$ cat src/rtl/gps_pkg.sv
`timescale 1ns / 1ps

package gps_pkg;

    // Input operation codes
    typedef enum logic [1:0] {
        OP_BEGIN = 2'd0,
        OP_CHECK = 2'd1,
        OP_TICK  = 2'd2
    } t_op;

    localparam int NUM_STAGES    = 8;
    localparam int NUM_ACTUATORS = 4;
    localparam int ROM_ACTS      = 4;
    localparam int ROM_STAGES    = 8;
    localparam int QUEUE_DEPTH   = 2;

    // Pressures in units of 1/16
    localparam logic [7:0] P_ZERO = 8'd0;   // 0.0
    localparam logic [7:0] P_LOW  = 8'd48;  // 3.0
    localparam logic [7:0] P_MID  = 8'd72;  // 4.5
    localparam logic [7:0] P_HIGH = 8'd80;  // 5.0

    // Motion ids
    localparam logic [1:0] MOTION_NONE     = 2'd0;
    localparam logic [1:0] MOTION_STAND    = 2'd1;
    localparam logic [1:0] MOTION_WALK     = 2'd2;
    localparam logic [1:0] MOTION_WALK_ALT = 2'd3;

    // Register byte address width; its top bit selects beyond the register list
    localparam int CFG_ADDR_W = 3;

    typedef logic [7:0] t_row [ROM_STAGES];
    typedef t_row t_pattern [ROM_ACTS];

    localparam t_pattern ROM_STAND = '{
        '{P_LOW, P_LOW, P_LOW, P_LOW, P_MID, P_MID, P_MID, P_MID},
        '{P_ZERO, P_LOW, P_LOW, P_LOW, P_LOW, P_MID, P_MID, P_MID},
        '{P_ZERO, P_ZERO, P_LOW, P_LOW, P_LOW, P_LOW, P_MID, P_MID},
        '{P_ZERO, P_ZERO, P_ZERO, P_LOW, P_LOW, P_LOW, P_LOW, P_MID}
    };

    localparam t_pattern ROM_STEP = '{
        '{P_ZERO, P_ZERO, P_MID, P_MID, P_MID, P_MID, P_MID, P_MID},
        '{P_MID, P_MID, P_MID, P_MID, P_ZERO, P_ZERO, P_MID, P_MID},
        '{P_MID, P_LOW, P_LOW, P_MID, P_MID, P_MID, P_MID, P_MID},
        '{P_MID, P_MID, P_MID, P_MID, P_MID, P_LOW, P_LOW, P_MID}
    };

    localparam t_pattern ROM_STEP2 = '{
        '{P_ZERO, P_MID, P_LOW, P_HIGH, P_LOW, P_MID, P_ZERO, P_LOW},
        '{P_ZERO, P_ZERO, P_ZERO, P_ZERO, P_ZERO, P_ZERO, P_ZERO, P_ZERO},
        '{P_ZERO, P_ZERO, P_ZERO, P_ZERO, P_ZERO, P_ZERO, P_ZERO, P_ZERO},
        '{P_ZERO, P_ZERO, P_ZERO, P_ZERO, P_ZERO, P_ZERO, P_ZERO, P_ZERO}
    };

    function automatic logic [7:0] rom_pressure(input logic [1:0] motion,
                                                input logic [1:0] act,
                                                input logic [2:0] stg);
        logic [7:0] p;
        p = P_ZERO;
        unique case (motion)
            MOTION_STAND:    p = ROM_STAND[act][stg];
            MOTION_WALK:     p = ROM_STEP[act][stg];
            MOTION_WALK_ALT: p = ROM_STEP2[act][stg];
            default:         p = P_ZERO;
        endcase
        return p;
    endfunction

    // One classified input: which actuators to command and the status after it
    typedef struct packed {
        logic [ROM_ACTS-1:0]      mask;
        logic [ROM_ACTS-1:0][7:0] pres;
        logic                     busy;
        logic [2:0]               stage;
    } t_job;

endpackage

$ cat src/rtl/gps_front.sv
`timescale 1ns / 1ps

module gps_front (
    input  logic              i_clk,
    input  logic              i_rst_n,
    input  logic              i_valid,
    input  logic [1:0]        i_op,
    input  logic [1:0]        i_motion,
    input  logic [1:0]        i_actuator,
    input  logic [3:0]        i_cal_mask,
    input  logic              i_full,
    output logic              o_stall,
    output logic              o_push,
    output gps_pkg::t_job     o_job
);

    logic [1:0] r_motion;
    logic [2:0] r_stage;
    logic [3:0] r_flags;
    logic [1:0] n_motion;
    logic [2:0] n_stage;
    logic [3:0] n_flags;
    logic       enter;
    logic [3:0] cmd;
    logic [3:0][7:0] pres;
    logic [3:0] next_stage;

    assign o_stall = i_full;
    assign o_push  = i_valid & ~i_full;

    // Classify the word and work out the state it leaves
    always_comb begin
        n_motion   = r_motion;
        n_stage    = r_stage;
        n_flags    = r_flags;
        enter      = 1'b0;
        next_stage = {1'b0, r_stage} + 4'd1;
        unique case (gps_pkg::t_op'(i_op))
            gps_pkg::OP_BEGIN: begin
                n_motion = i_motion;
                n_stage  = 3'd0;
                n_flags  = 4'd0;
                enter    = (i_motion != gps_pkg::MOTION_NONE);
            end
            gps_pkg::OP_CHECK: begin
                n_flags = r_flags & ~(4'b0001 << i_actuator);
            end
            gps_pkg::OP_TICK: begin
                if (r_motion != gps_pkg::MOTION_NONE && r_flags == 4'd0) begin
                    if (next_stage < 4'(gps_pkg::NUM_STAGES)) begin
                        n_stage = next_stage[2:0];
                        enter   = 1'b1;
                    end else begin
                        n_stage  = 3'd0;
                        n_motion = gps_pkg::MOTION_NONE;
                    end
                end
            end
            default: ;
        endcase

        // Stage entry: command each calibrated actuator whose pressure moves, or every one at stage 0
        for (int i = 0; i < gps_pkg::ROM_ACTS; i++) begin
            pres[i] = gps_pkg::rom_pressure(n_motion, 2'(i), n_stage);
            cmd[i]  = enter && i_cal_mask[i] && (i < gps_pkg::NUM_ACTUATORS) &&
                      ((n_stage == 3'd0) ||
                       (pres[i] != gps_pkg::rom_pressure(n_motion, 2'(i),
                                                         n_stage - 3'd1)));
        end
        n_flags = n_flags | cmd;
    end

    always_comb begin
        o_job.mask  = cmd;
        o_job.pres  = pres;
        o_job.busy  = (n_motion != gps_pkg::MOTION_NONE);
        o_job.stage = n_stage;
    end

    always_ff @(posedge i_clk) begin
        if (!i_rst_n) begin
            r_motion <= gps_pkg::MOTION_NONE;
            r_stage  <= 3'd0;
            r_flags  <= 4'd0;
        end else if (o_push) begin
            r_motion <= n_motion;
            r_stage  <= n_stage;
            r_flags  <= n_flags;
        end
    end

endmodule

$ cat src/rtl/gps_queue.sv
`timescale 1ns / 1ps

module gps_queue (
    input  logic          i_clk,
    input  logic          i_rst_n,
    input  logic          i_push,
    input  gps_pkg::t_job i_job,
    input  logic          i_pop,
    output gps_pkg::t_job o_job,
    output logic          o_full,
    output logic          o_empty
);

    localparam int PTR_W = $clog2(gps_pkg::QUEUE_DEPTH);
    localparam int CNT_W = $clog2(gps_pkg::QUEUE_DEPTH + 1);

    gps_pkg::t_job     r_slot [gps_pkg::QUEUE_DEPTH];
    logic [PTR_W-1:0]  r_wr_ptr;
    logic [PTR_W-1:0]  r_rd_ptr;
    logic [CNT_W-1:0]  r_count;
    logic              do_push;
    logic              do_pop;

    assign o_full  = (r_count == CNT_W'(gps_pkg::QUEUE_DEPTH));
    assign o_empty = (r_count == '0);
    assign o_job   = r_slot[r_rd_ptr];
    assign do_push = i_push & ~o_full;
    assign do_pop  = i_pop & ~o_empty;

    always_ff @(posedge i_clk) begin
        if (do_push) begin
            r_slot[r_wr_ptr] <= i_job;
        end
    end

    always_ff @(posedge i_clk) begin
        if (!i_rst_n) begin
            r_wr_ptr <= '0;
            r_rd_ptr <= '0;
            r_count  <= '0;
        end else begin
            if (do_push) begin
                r_wr_ptr <= r_wr_ptr + PTR_W'(1);
            end
            if (do_pop) begin
                r_rd_ptr <= r_rd_ptr + PTR_W'(1);
            end
            if (do_push && !do_pop) begin
                r_count <= r_count + CNT_W'(1);
            end else if (do_pop && !do_push) begin
                r_count <= r_count - CNT_W'(1);
            end
        end
    end

endmodule

$ cat src/rtl/gps_back.sv
`timescale 1ns / 1ps

module gps_back (
    input  logic          i_clk,
    input  logic          i_rst_n,
    input  logic          i_empty,
    input  gps_pkg::t_job i_job,
    output logic          o_pop,
    input  logic          i_stall,
    output logic          o_valid,
    output logic          o_set_valid,
    output logic [1:0]    o_target_actuator,
    output logic [7:0]    o_target_pressure,
    output logic          o_busy_res,
    output logic [2:0]    o_stage_now,
    output logic          o_last
);

    logic            r_cur_valid;
    logic [3:0]      r_rem;
    logic [3:0][7:0] r_pres;
    logic            r_busy;
    logic [2:0]      r_stage;
    logic            r_status_only;
    logic            r_out_valid;
    logic            out_free;
    logic            emit;
    logic            done;
    logic [1:0]      sel;
    logic [3:0]      rem_after;

    assign out_free = ~r_out_valid | ~i_stall;
    assign emit     = r_cur_valid & out_free;

    // Lowest pending actuator goes first
    always_comb begin
        sel = 2'd0;
        for (int i = gps_pkg::ROM_ACTS - 1; i >= 0; i--) begin
            if (r_rem[i]) begin
                sel = 2'(i);
            end
        end
        rem_after = r_rem & ~(4'b0001 << sel);
        done      = r_status_only | (rem_after == 4'd0);
    end

    assign o_pop   = ~i_empty & (~r_cur_valid | (emit & done));
    assign o_valid = r_out_valid;

    always_ff @(posedge i_clk) begin
        if (!i_rst_n) begin
            r_cur_valid <= 1'b0;
            r_out_valid <= 1'b0;
        end else begin
            if (emit) begin
                r_out_valid <= 1'b1;
            end else if (!i_stall) begin
                r_out_valid <= 1'b0;
            end
            if (o_pop) begin
                r_cur_valid <= 1'b1;
            end else if (emit && done) begin
                r_cur_valid <= 1'b0;
            end
        end
    end

    always_ff @(posedge i_clk) begin
        if (emit) begin
            o_set_valid       <= ~r_status_only;
            o_target_actuator <= r_status_only ? 2'd0 : sel;
            o_target_pressure <= r_status_only ? 8'd0 : r_pres[sel];
            o_busy_res        <= r_busy;
            o_stage_now       <= r_stage;
            o_last            <= done;
        end
        if (o_pop) begin
            r_rem         <= i_job.mask;
            r_status_only <= (i_job.mask == 4'd0);
            r_pres        <= i_job.pres;
            r_busy        <= i_job.busy;
            r_stage       <= i_job.stage;
        end else if (emit) begin
            r_rem <= rem_after;
        end
    end

endmodule

$ cat src/rtl/gait_pattern_sequencer_core.sv
`timescale 1ns / 1ps

// Gait pattern sequencer: steps four pneumatic actuators through ROM patterns.
// Input channel: i_valid / o_stall carry one word (op, motion, actuator);
//   a word is taken at a rising edge with i_valid high and o_stall low.
// Output channel: o_valid / i_stall carry one result word per command, or one
//   status word when a word issues no command; o_last marks the final one.
// The front classifies each word at once and updates motion, stage and flags;
// a two-entry queue parts it from the back, which issues the commands.
// A taken word passes through a queue slot and the back's job registers to the output register.
// Throughput: one result per cycle while i_stall is low; a word yields 1 to 4
//   results, as set by the number of commands the back must serialise on the single output register.
// Stall: while i_stall is high the output word holds; the back then holds, the
//   queue fills and o_stall rises once both slots are taken.
// Reset (synchronous, active low): no motion, stage and flags zero, queue and
//   output empty, calibrated_mask zero. No clearing pass is needed.
// Configuration: calibrated_mask at byte address 0 over the APB port; write it
//   only while the block is idle.
module gait_pattern_sequencer_core (
    input  logic        i_clk,
    input  logic        i_rst_n,
    // input channel
    input  logic        i_valid,
    output logic        o_stall,
    input  logic [1:0]  i_op,
    input  logic [1:0]  i_motion,
    input  logic [1:0]  i_actuator,
    // output channel
    output logic        o_valid,
    input  logic        i_stall,
    output logic        o_set_valid,
    output logic [1:0]  o_target_actuator,
    output logic [7:0]  o_target_pressure,
    output logic        o_busy_res,
    output logic [2:0]  o_stage_now,
    output logic        o_last,
    // configuration port
    input  logic        psel,
    input  logic        penable,
    input  logic        pwrite,
    input  logic [gps_pkg::CFG_ADDR_W-1:0] paddr,
    input  logic [31:0] pwdata,
    output logic [31:0] prdata,
    output logic        pready
);

    logic          cal_sel;
    logic [3:0]    r_cal;
    logic          push;
    logic          pop;
    logic          full;
    logic          empty;
    gps_pkg::t_job front_job;
    gps_pkg::t_job queue_job;

    // Only the first register exists; anything above it is dropped
    assign cal_sel = ~paddr[gps_pkg::CFG_ADDR_W-1];
    assign pready  = 1'b1;
    assign prdata  = cal_sel ? {28'd0, r_cal} : 32'd0;

    always_ff @(posedge i_clk) begin
        if (!i_rst_n) begin
            r_cal <= 4'd0;
        end else if (psel && penable && pwrite && pready && cal_sel) begin
            r_cal <= pwdata[3:0];
        end
    end

    // Front: take and classify words, keep the motion state
    gps_front u_front (
        .i_clk      (i_clk),
        .i_rst_n    (i_rst_n),
        .i_valid    (i_valid),
        .i_op       (i_op),
        .i_motion   (i_motion),
        .i_actuator (i_actuator),
        .i_cal_mask (r_cal),
        .i_full     (full),
        .o_stall    (o_stall),
        .o_push     (push),
        .o_job      (front_job)
    );

    // Short queue between the two halves
    gps_queue u_queue (
        .i_clk   (i_clk),
        .i_rst_n (i_rst_n),
        .i_push  (push),
        .i_job   (front_job),
        .i_pop   (pop),
        .o_job   (queue_job),
        .o_full  (full),
        .o_empty (empty)
    );

    // Back: serialise the commands of each job onto the output register
    gps_back u_back (
        .i_clk             (i_clk),
        .i_rst_n           (i_rst_n),
        .i_empty           (empty),
        .i_job             (queue_job),
        .o_pop             (pop),
        .i_stall           (i_stall),
        .o_valid           (o_valid),
        .o_set_valid       (o_set_valid),
        .o_target_actuator (o_target_actuator),
        .o_target_pressure (o_target_pressure),
        .o_busy_res        (o_busy_res),
        .o_stage_now       (o_stage_now),
        .o_last            (o_last)
    );

endmodule
$ cat config.mk
export PLATFORM = sky130hd
export DESIGN_NAME = gait_pattern_sequencer_core
export DESIGN_NICKNAME = d
export VERILOG_FILES = /design/src/rtl/gps_pkg.sv /design/src/rtl/gps_front.sv /design/src/rtl/gps_queue.sv /design/src/rtl/gps_back.sv /design/src/rtl/gait_pattern_sequencer_core.sv
export SDC_FILE = /design/constraint.sdc
export NUM_CORES = 1
export LEC_CHECK = 0
export BUFFER_PORTS_ARGS = -buffer_cell sky130_fd_sc_hd__buf_2
export CORE_ASPECT_RATIO = 1.75
export CORE_MARGIN = 4
export CORE_UTILIZATION = 59
export DETAILED_ROUTE_END_ITERATION = 8
export HOLD_SLACK_MARGIN = 0.15
export PLACE_DENSITY = 0.95
export SYNTH_ARGS = -nofsm -noshare
export SYNTH_HDL_FRONTEND = slang
export SYNTH_SLANG_ARGS = --single-unit
$ cat constraint.sdc
create_clock -name i_clk -period 11.83 [get_ports i_clk]
set_input_delay 2.366 -clock i_clk [delete_from_list [all_inputs] [get_ports i_clk]]
set_output_delay 2.366 -clock i_clk [all_outputs]
set_load 0.005 [all_outputs]
# Word-level counts from Yosys, hierarchy flattened
# Memory sizes are Yosys's and may differ from the RTL's. A register that Yosys moved wholly into a read port is not among the register bits.
# Cells that the tools add are included.
# totals
ff_bits,76
mem_bits_rw,80
mem_bits_ro,1280
inputBits,48
output_inout_bits,51
elab_cells,200
memories,21
# op_classes
addsub,6
order_cmp,4
eq_ne,11
shift,2
n_mux,77
bitwise,23
n_reduce_logical,33
# mem_list
name,words,width,rd,rd_clocked_by_memory_dff,write_ports,line,rtl
u_queue.r_slot,2,40,1,1,1,gps_queue.sv:17,gps_pkg::t_job r_slot [gps_pkg::QUEUE_DEPTH];
(no name shown),8,8,1,0,0,gps_pkg.sv:63,MOTION_STAND: p = ROM_STAND[act][stg];
(no name shown),8,8,1,0,0,gps_pkg.sv:64,MOTION_WALK: p = ROM_STEP[act][stg];
(no name shown),8,8,1,0,0,gps_pkg.sv:65,MOTION_WALK_ALT: p = ROM_STEP2[act][stg];
(no name shown),8,8,1,0,0,gps_pkg.sv:63,
(no name shown),8,8,1,0,0,gps_pkg.sv:64,
15 more memories,--,--,--,--,--,--,
# op_table
operator,n
two-way mux 8 bit,41
one-hot mux 8 bit (3 select lines),8
inequality test 8 bit,4
binary-select mux 8 bit (select 2 bit),1
two-way mux 2 bit,8
logical AND 1 bit,15
logical NOT 4 bit,3
two-way mux 4 bit,3
nonzero test 2 bit,6
two-way mux 1 bit,10
bitwise AND 4 bit,2
equality test 2 bit (second input constant),4
greater-or-equal comparator 4 bit (second input constant),2
NOT 3 -> 4 bit,2
NOT 4 bit,2
one-hot mux 4 bit (2 select lines),1
left shift 1 x 2 -> 4 bit (first input constant),2
NOT 1 bit,7
bitwise AND 1 bit,6
two-way mux 3 bit,2
one-hot mux 3 bit (2 select lines),1
adder 3 x 1 -> 4 bit (second input constant),1
equality test 2 x 1 -> 1 bit (second input constant),2
logical NOT 2 bit,2
other kinds (14),21

# Logic depth before layout (Yosys ltp)
# logic_depth
depth_word,16
ltp_mapped,16
ltp_nobuf,15

# By module
# Synthesis repeated with hierarchy kept, for this count alone.
# unflattened
hier_cells,546
hier_area_um2,7378.3
# modules_own_cells
mod,n_inst,cells_per_inst,area_each_um2
gps_queue,1,149,3106.7
gps_back,1,125,2240.9
gps_front,1,218,1601.5
gait_pattern_sequencer_core,1,54,429.2

# Worst setup path before layout
# Ideal clock, no wire load.
# synth_timing
path_kind,input to register
from,input i_op[0]
to,"memory u_queue.r_slot[0][36] in the netlist's numbering, data pin"
setup_ns,0.268
t_arrival_ns,5.537
required_ns,11.562
path_slack_ns,6.025
cell_stages,15
n_path_buf,2
cell_sequence,clkbuf_1 -> nand2b_1 -> or4b_1 -> nand2_1 -> inv_1 -> ha_1 -> inv_1 -> ha_1 -> clkbuf_1 -> a221o_1 -> and4_1 -> o211ai_1 -> o311ai_1 -> nor4_2 -> nor3b_1
# synth_lines
item,line,rtl
from (decl),gait_pattern_sequencer_core.sv:25,"input logic [1:0] i_op,"
to (decl),gps_queue.sv:17,

==> metrics.md <==
| Metric | Value |
|---|---|
| Run status | completed |
| Quantity of hold-fixing buffers added after cts | 0 |
| Worst-margin pin slew | approximately 1.1 ns |
| Dpl hpwl | 7269 µm |
| Worst Hold Depth | 0 |
| Endpoint of the worst hold-timing path | u_back.o_stage_now[1] |
| Remaining routing DRC violations | 0 |
| Clk buf depth | 2 |
| Max-cap violations | 0 |
| Flop and latch count out of synthesis | a little under 90 |
| Fraction of final layout cells sized beyond drive strength 1 | ~16% |
| Final setup violation count | 0 |
| Total CTS buffers | 9 |
| Number of violations reported at the end of detailed-routing iteration 0 | between 200 and 250 |
| Later-pin clock latency in the skew report | around 0.33 ns |
| Die X-Extent | between 70 and 80 µm |
| I/O pin total | 99 |
| Number of vias after detailed routing | between 3000 and 4000 |
| Overall track demand over capacity in global routing | between 20% and 30% |
| Number of iterations in the first detailed-routing pass | 5 |
| Max Clock Freq | around 0.15 GHz |
| Buffer type at the clock tree root | clkbuf_16 |
| Cell accounting for the most synthesized area | edfxtp_1 |
| Combined area of all synthesized cells | between 4000 and 5000 µm² |
| Grt total ovfl | 0 |
| Clk slew on worst S/H paths | approximately 0.060 ns |
| Class of the worst hold path | reg -> reg |
| Global-route wire length before repair | 15550 µm |
| Count of standard-cell rows | 43 |
| Data arrival time of the worst path | around 6.6 ns |
| Ys flop type | edfxtp_1 |
| Critical path required time | approximately 12 ns |
| Die height | roughly 130 µm |
| Post-route minimum period | approximately 6.5 ns |
| Routability-driven placement congestion ratio | between 0.9 and 1 |
| Maximum number of pins on one net before global-route repair | 21 |
| ANT cells | 0 |
| Max-slew violation count | 0 |
| Crit Reg-Reg Endpoint | u_queue.r_slot[0][36] |
| CTS H-tree depth | 3 |
| Synth Instances | roughly 440 |
| Quantity of I/O buffers inserted on ports | 35 |
| Hold path startpoint | u_back.r_stage[1] |
| Fin Clk Skew | about 0.0095 ns |
| Total negative slack | 0 ns |
| Final Net Count | 540 |
| Final clock period utilization by the worst path | approximately 55% |
| Type of element launching the critical path | input pin |
| Yosys synthesis warning count | 0 |
| Clock tree from TritonCTS | done |
| Unrepaired setup endpoints after global routing | false |
| Number of routed nets with antenna violations | 0 |
| Area of the core | 7909 µm² |
| Power density over the cells | between 200 and 250 nW/µm² |
| Static Leak | slightly above 2 nW |
| Count of flip-flops with a built-in enable after synthesis | 67 |
| Mapped Avg Cell Area | around 11 µm² |
| Startpoint of the lowest-slack register-to-register path | u_front.r_flags[2] |
| Maximum net fanout on the critical path | 14 |
| Crit end category | flop |
| Reg2Reg Setup Slack | 6.78 ns |
| Setup fix buffers added after clock tree synthesis | 0 |
| Top area cells in the synthesized netlist | edfxtp_1, dfxtp_1, ha_1, buf_4, mux2_2 |
| Vias per inst | roughly 6.0 |
| Share of the core filled with cells in the final layout | 65.10% |
| Number of hold violations in the final report | 0 |
| Asr flop ratio synth | 0% |
| Library cells used by synthesis | 61 |
| Via count of the first global-routing pass | 3433 |
| Wire length after detailed routing | between 9000 and 10000 µm |
| Number of clock sinks | a little under 90 |
| Area of the die | 9660 µm² |
| Maximum VDD drop | 0.09878 mV |
| Initial antenna violation count | 0 |
| Effective utilization at floorplan | between 60 and 70% |
| Max-slew headroom at the worst pin | approximately 26% |
| Number of gates resized after CTS | 0 |
| Post-synthesis sequential area ratio | 50.48% |
| Critical setup path kind | in -> reg |
| Post-DR wirelength/cell | roughly 17 µm |
| Worst-case reg-to-reg path depth | 14 |
| Synthesis-to-layout area growth | 7.751% |
| Fraction of synthesized cell area taken by the top area cell type | 42.11% |
[stage by stage]
stage	cell area [µm²]	instances	power, W	hold WS [ns]	setup slack [ns]
2_1_floorplan	4895	469	0.0007773	0.4003	6.025
3_3_place_gp	4893	549	0.0008491	0.4006	5.278
3_5_place_dp	4893	549	0.0008728	0.4109	5.139
4_1_cts	5149	564	0.001118	0.4248	5.463
5_1_grt	5149	564	0.001182	0.4303	5.157
6_report	5149	564	0.001120	0.4227	5.311
[worst max path at each step]
| stage | startpoint | to | slack, ns | depth (start not counted) |
|---|---|---|---|---|
| 6_report | i_op[0] | u_queue.r_slot[0][36] | 5.31 | 15 |
| 5_1_grt | i_op[0] | u_queue.r_slot[0][36] | 5.16 | 15 |
| 4_1_cts | i_op[0] | u_queue.r_slot[0][36] | 5.46 | 15 |
| 3_5_place_dp | i_op[0] | u_queue.r_slot[0][36] | 5.14 | 15 |
| 3_3_place_gp | i_op[0] | u_queue.r_slot[0][36] | 5.28 | 15 |
| 2_1_floorplan | i_op[0] | u_queue.r_slot[0][36] | 6.03 | 15 |
[critical path, cell delays in order]
cell and delay, ns:
buf_2 0.17, o21bai_1 0.28, o211ai_1 0.31, nand2_1 0.35, inv_1 0.39, ha_1 0.30, inv_1 0.06, ha_1 0.56
o21ba_2 0.25, a221o_1 0.34, and4_1 0.21, o211ai_1 0.21, o311ai_1 0.17, nor4_2 0.48, nor3b_1 0.12
[synth_stat cells, drive strengths merged (8+ instances only)]
library cell / count
mux2: 19
dfxtp: 20
nor2: 37
a21oi: 21
ha: 22
buf: 37
nor2b: 10
inv: 20
mux2i: 8
clkbuf: 9
edfxtp: 67
nand3: 10
o21ai: 27
nand2: 27
[cell type report]
type                    instances  area (µm²)
fillers                       584        2760
flip-flops and latches         87        2412
multi-input cells             316        2108
clock buffers                  10       229.0
repair buffers                 36       182.7
well taps                      90       112.6
inverters                      20       77.57
clock inverters                 5       26.28
[layer usage]
metal	vias to the layer above	GRT usage (%)	share of wire, %
li1	1603	-	-
met1	1630	17.70	33
met2	140	39.09	56
met3	39	3.526	4.6
met4	0	15.20	5.8
met5	-	0	0
[registers in the layout, summed over array words and instances, names as in the netlist, 2 cells and up, named ones only]
| register | cells |
|---|---|
| u_queue.r_slot | 36 |
| u_back.r_pres | 10 |
| r_cal | 4 |
| u_back.o_target_pressure | 4 |
| u_back.r_rem | 4 |
| u_front.r_flags | 4 |
| u_back.o_stage_now | 3 |
| u_back.r_stage | 3 |
| u_front.r_stage | 3 |
| u_back.o_target_actuator | 2 |
| u_front.r_motion | 2 |
| u_queue.r_count | 2 |
[cell families after synthesis]
group                    synth area share (%)
AND/OR/NAND/NOR                         12.70
AO/OA/AOI/OAI                           14.87
flip-flops                              50.48
buffers and inverters                   7.829
multiplexers                            6.154
adder cells (fa/ha/maj)                 5.970
XOR/XNOR                                1.833
other                                  0.1572
[report_power, final]
group / total [W] / internal, W / switching (W)
registers: 0.000503 / 0.000451 / 0.0000521
clock network: 0.000242 / 0.000139 / 0.000103
logic: 0.000375 / 0.000149 / 0.000225
[cell usage in the layout, fill, tap and decap left out, drive strengths merged, types with 3 or more instances in the layout]
master and instances:
nor3b 3, mux2 19, a211oi 7, o21ai 27, conb 33, o21a 4, nand2b 7, o31ai 3
or3 3, a22o 3, xor2 4, buf 36, o211ai 3, ha 22, a31oi 3, and3 4
a221o 4, xnor2 6, mux2i 8, a21oi 21, nor2b 10, dfxtp 20, a22oi 3, clkinv 4
nor2 37, and2 7, clkbuf 10, nand2 27, nand3 10, nor3 4, inv 20, edfxtp 67
a221oi 3
No activity file was read; power rests on OpenSTA's default activity.
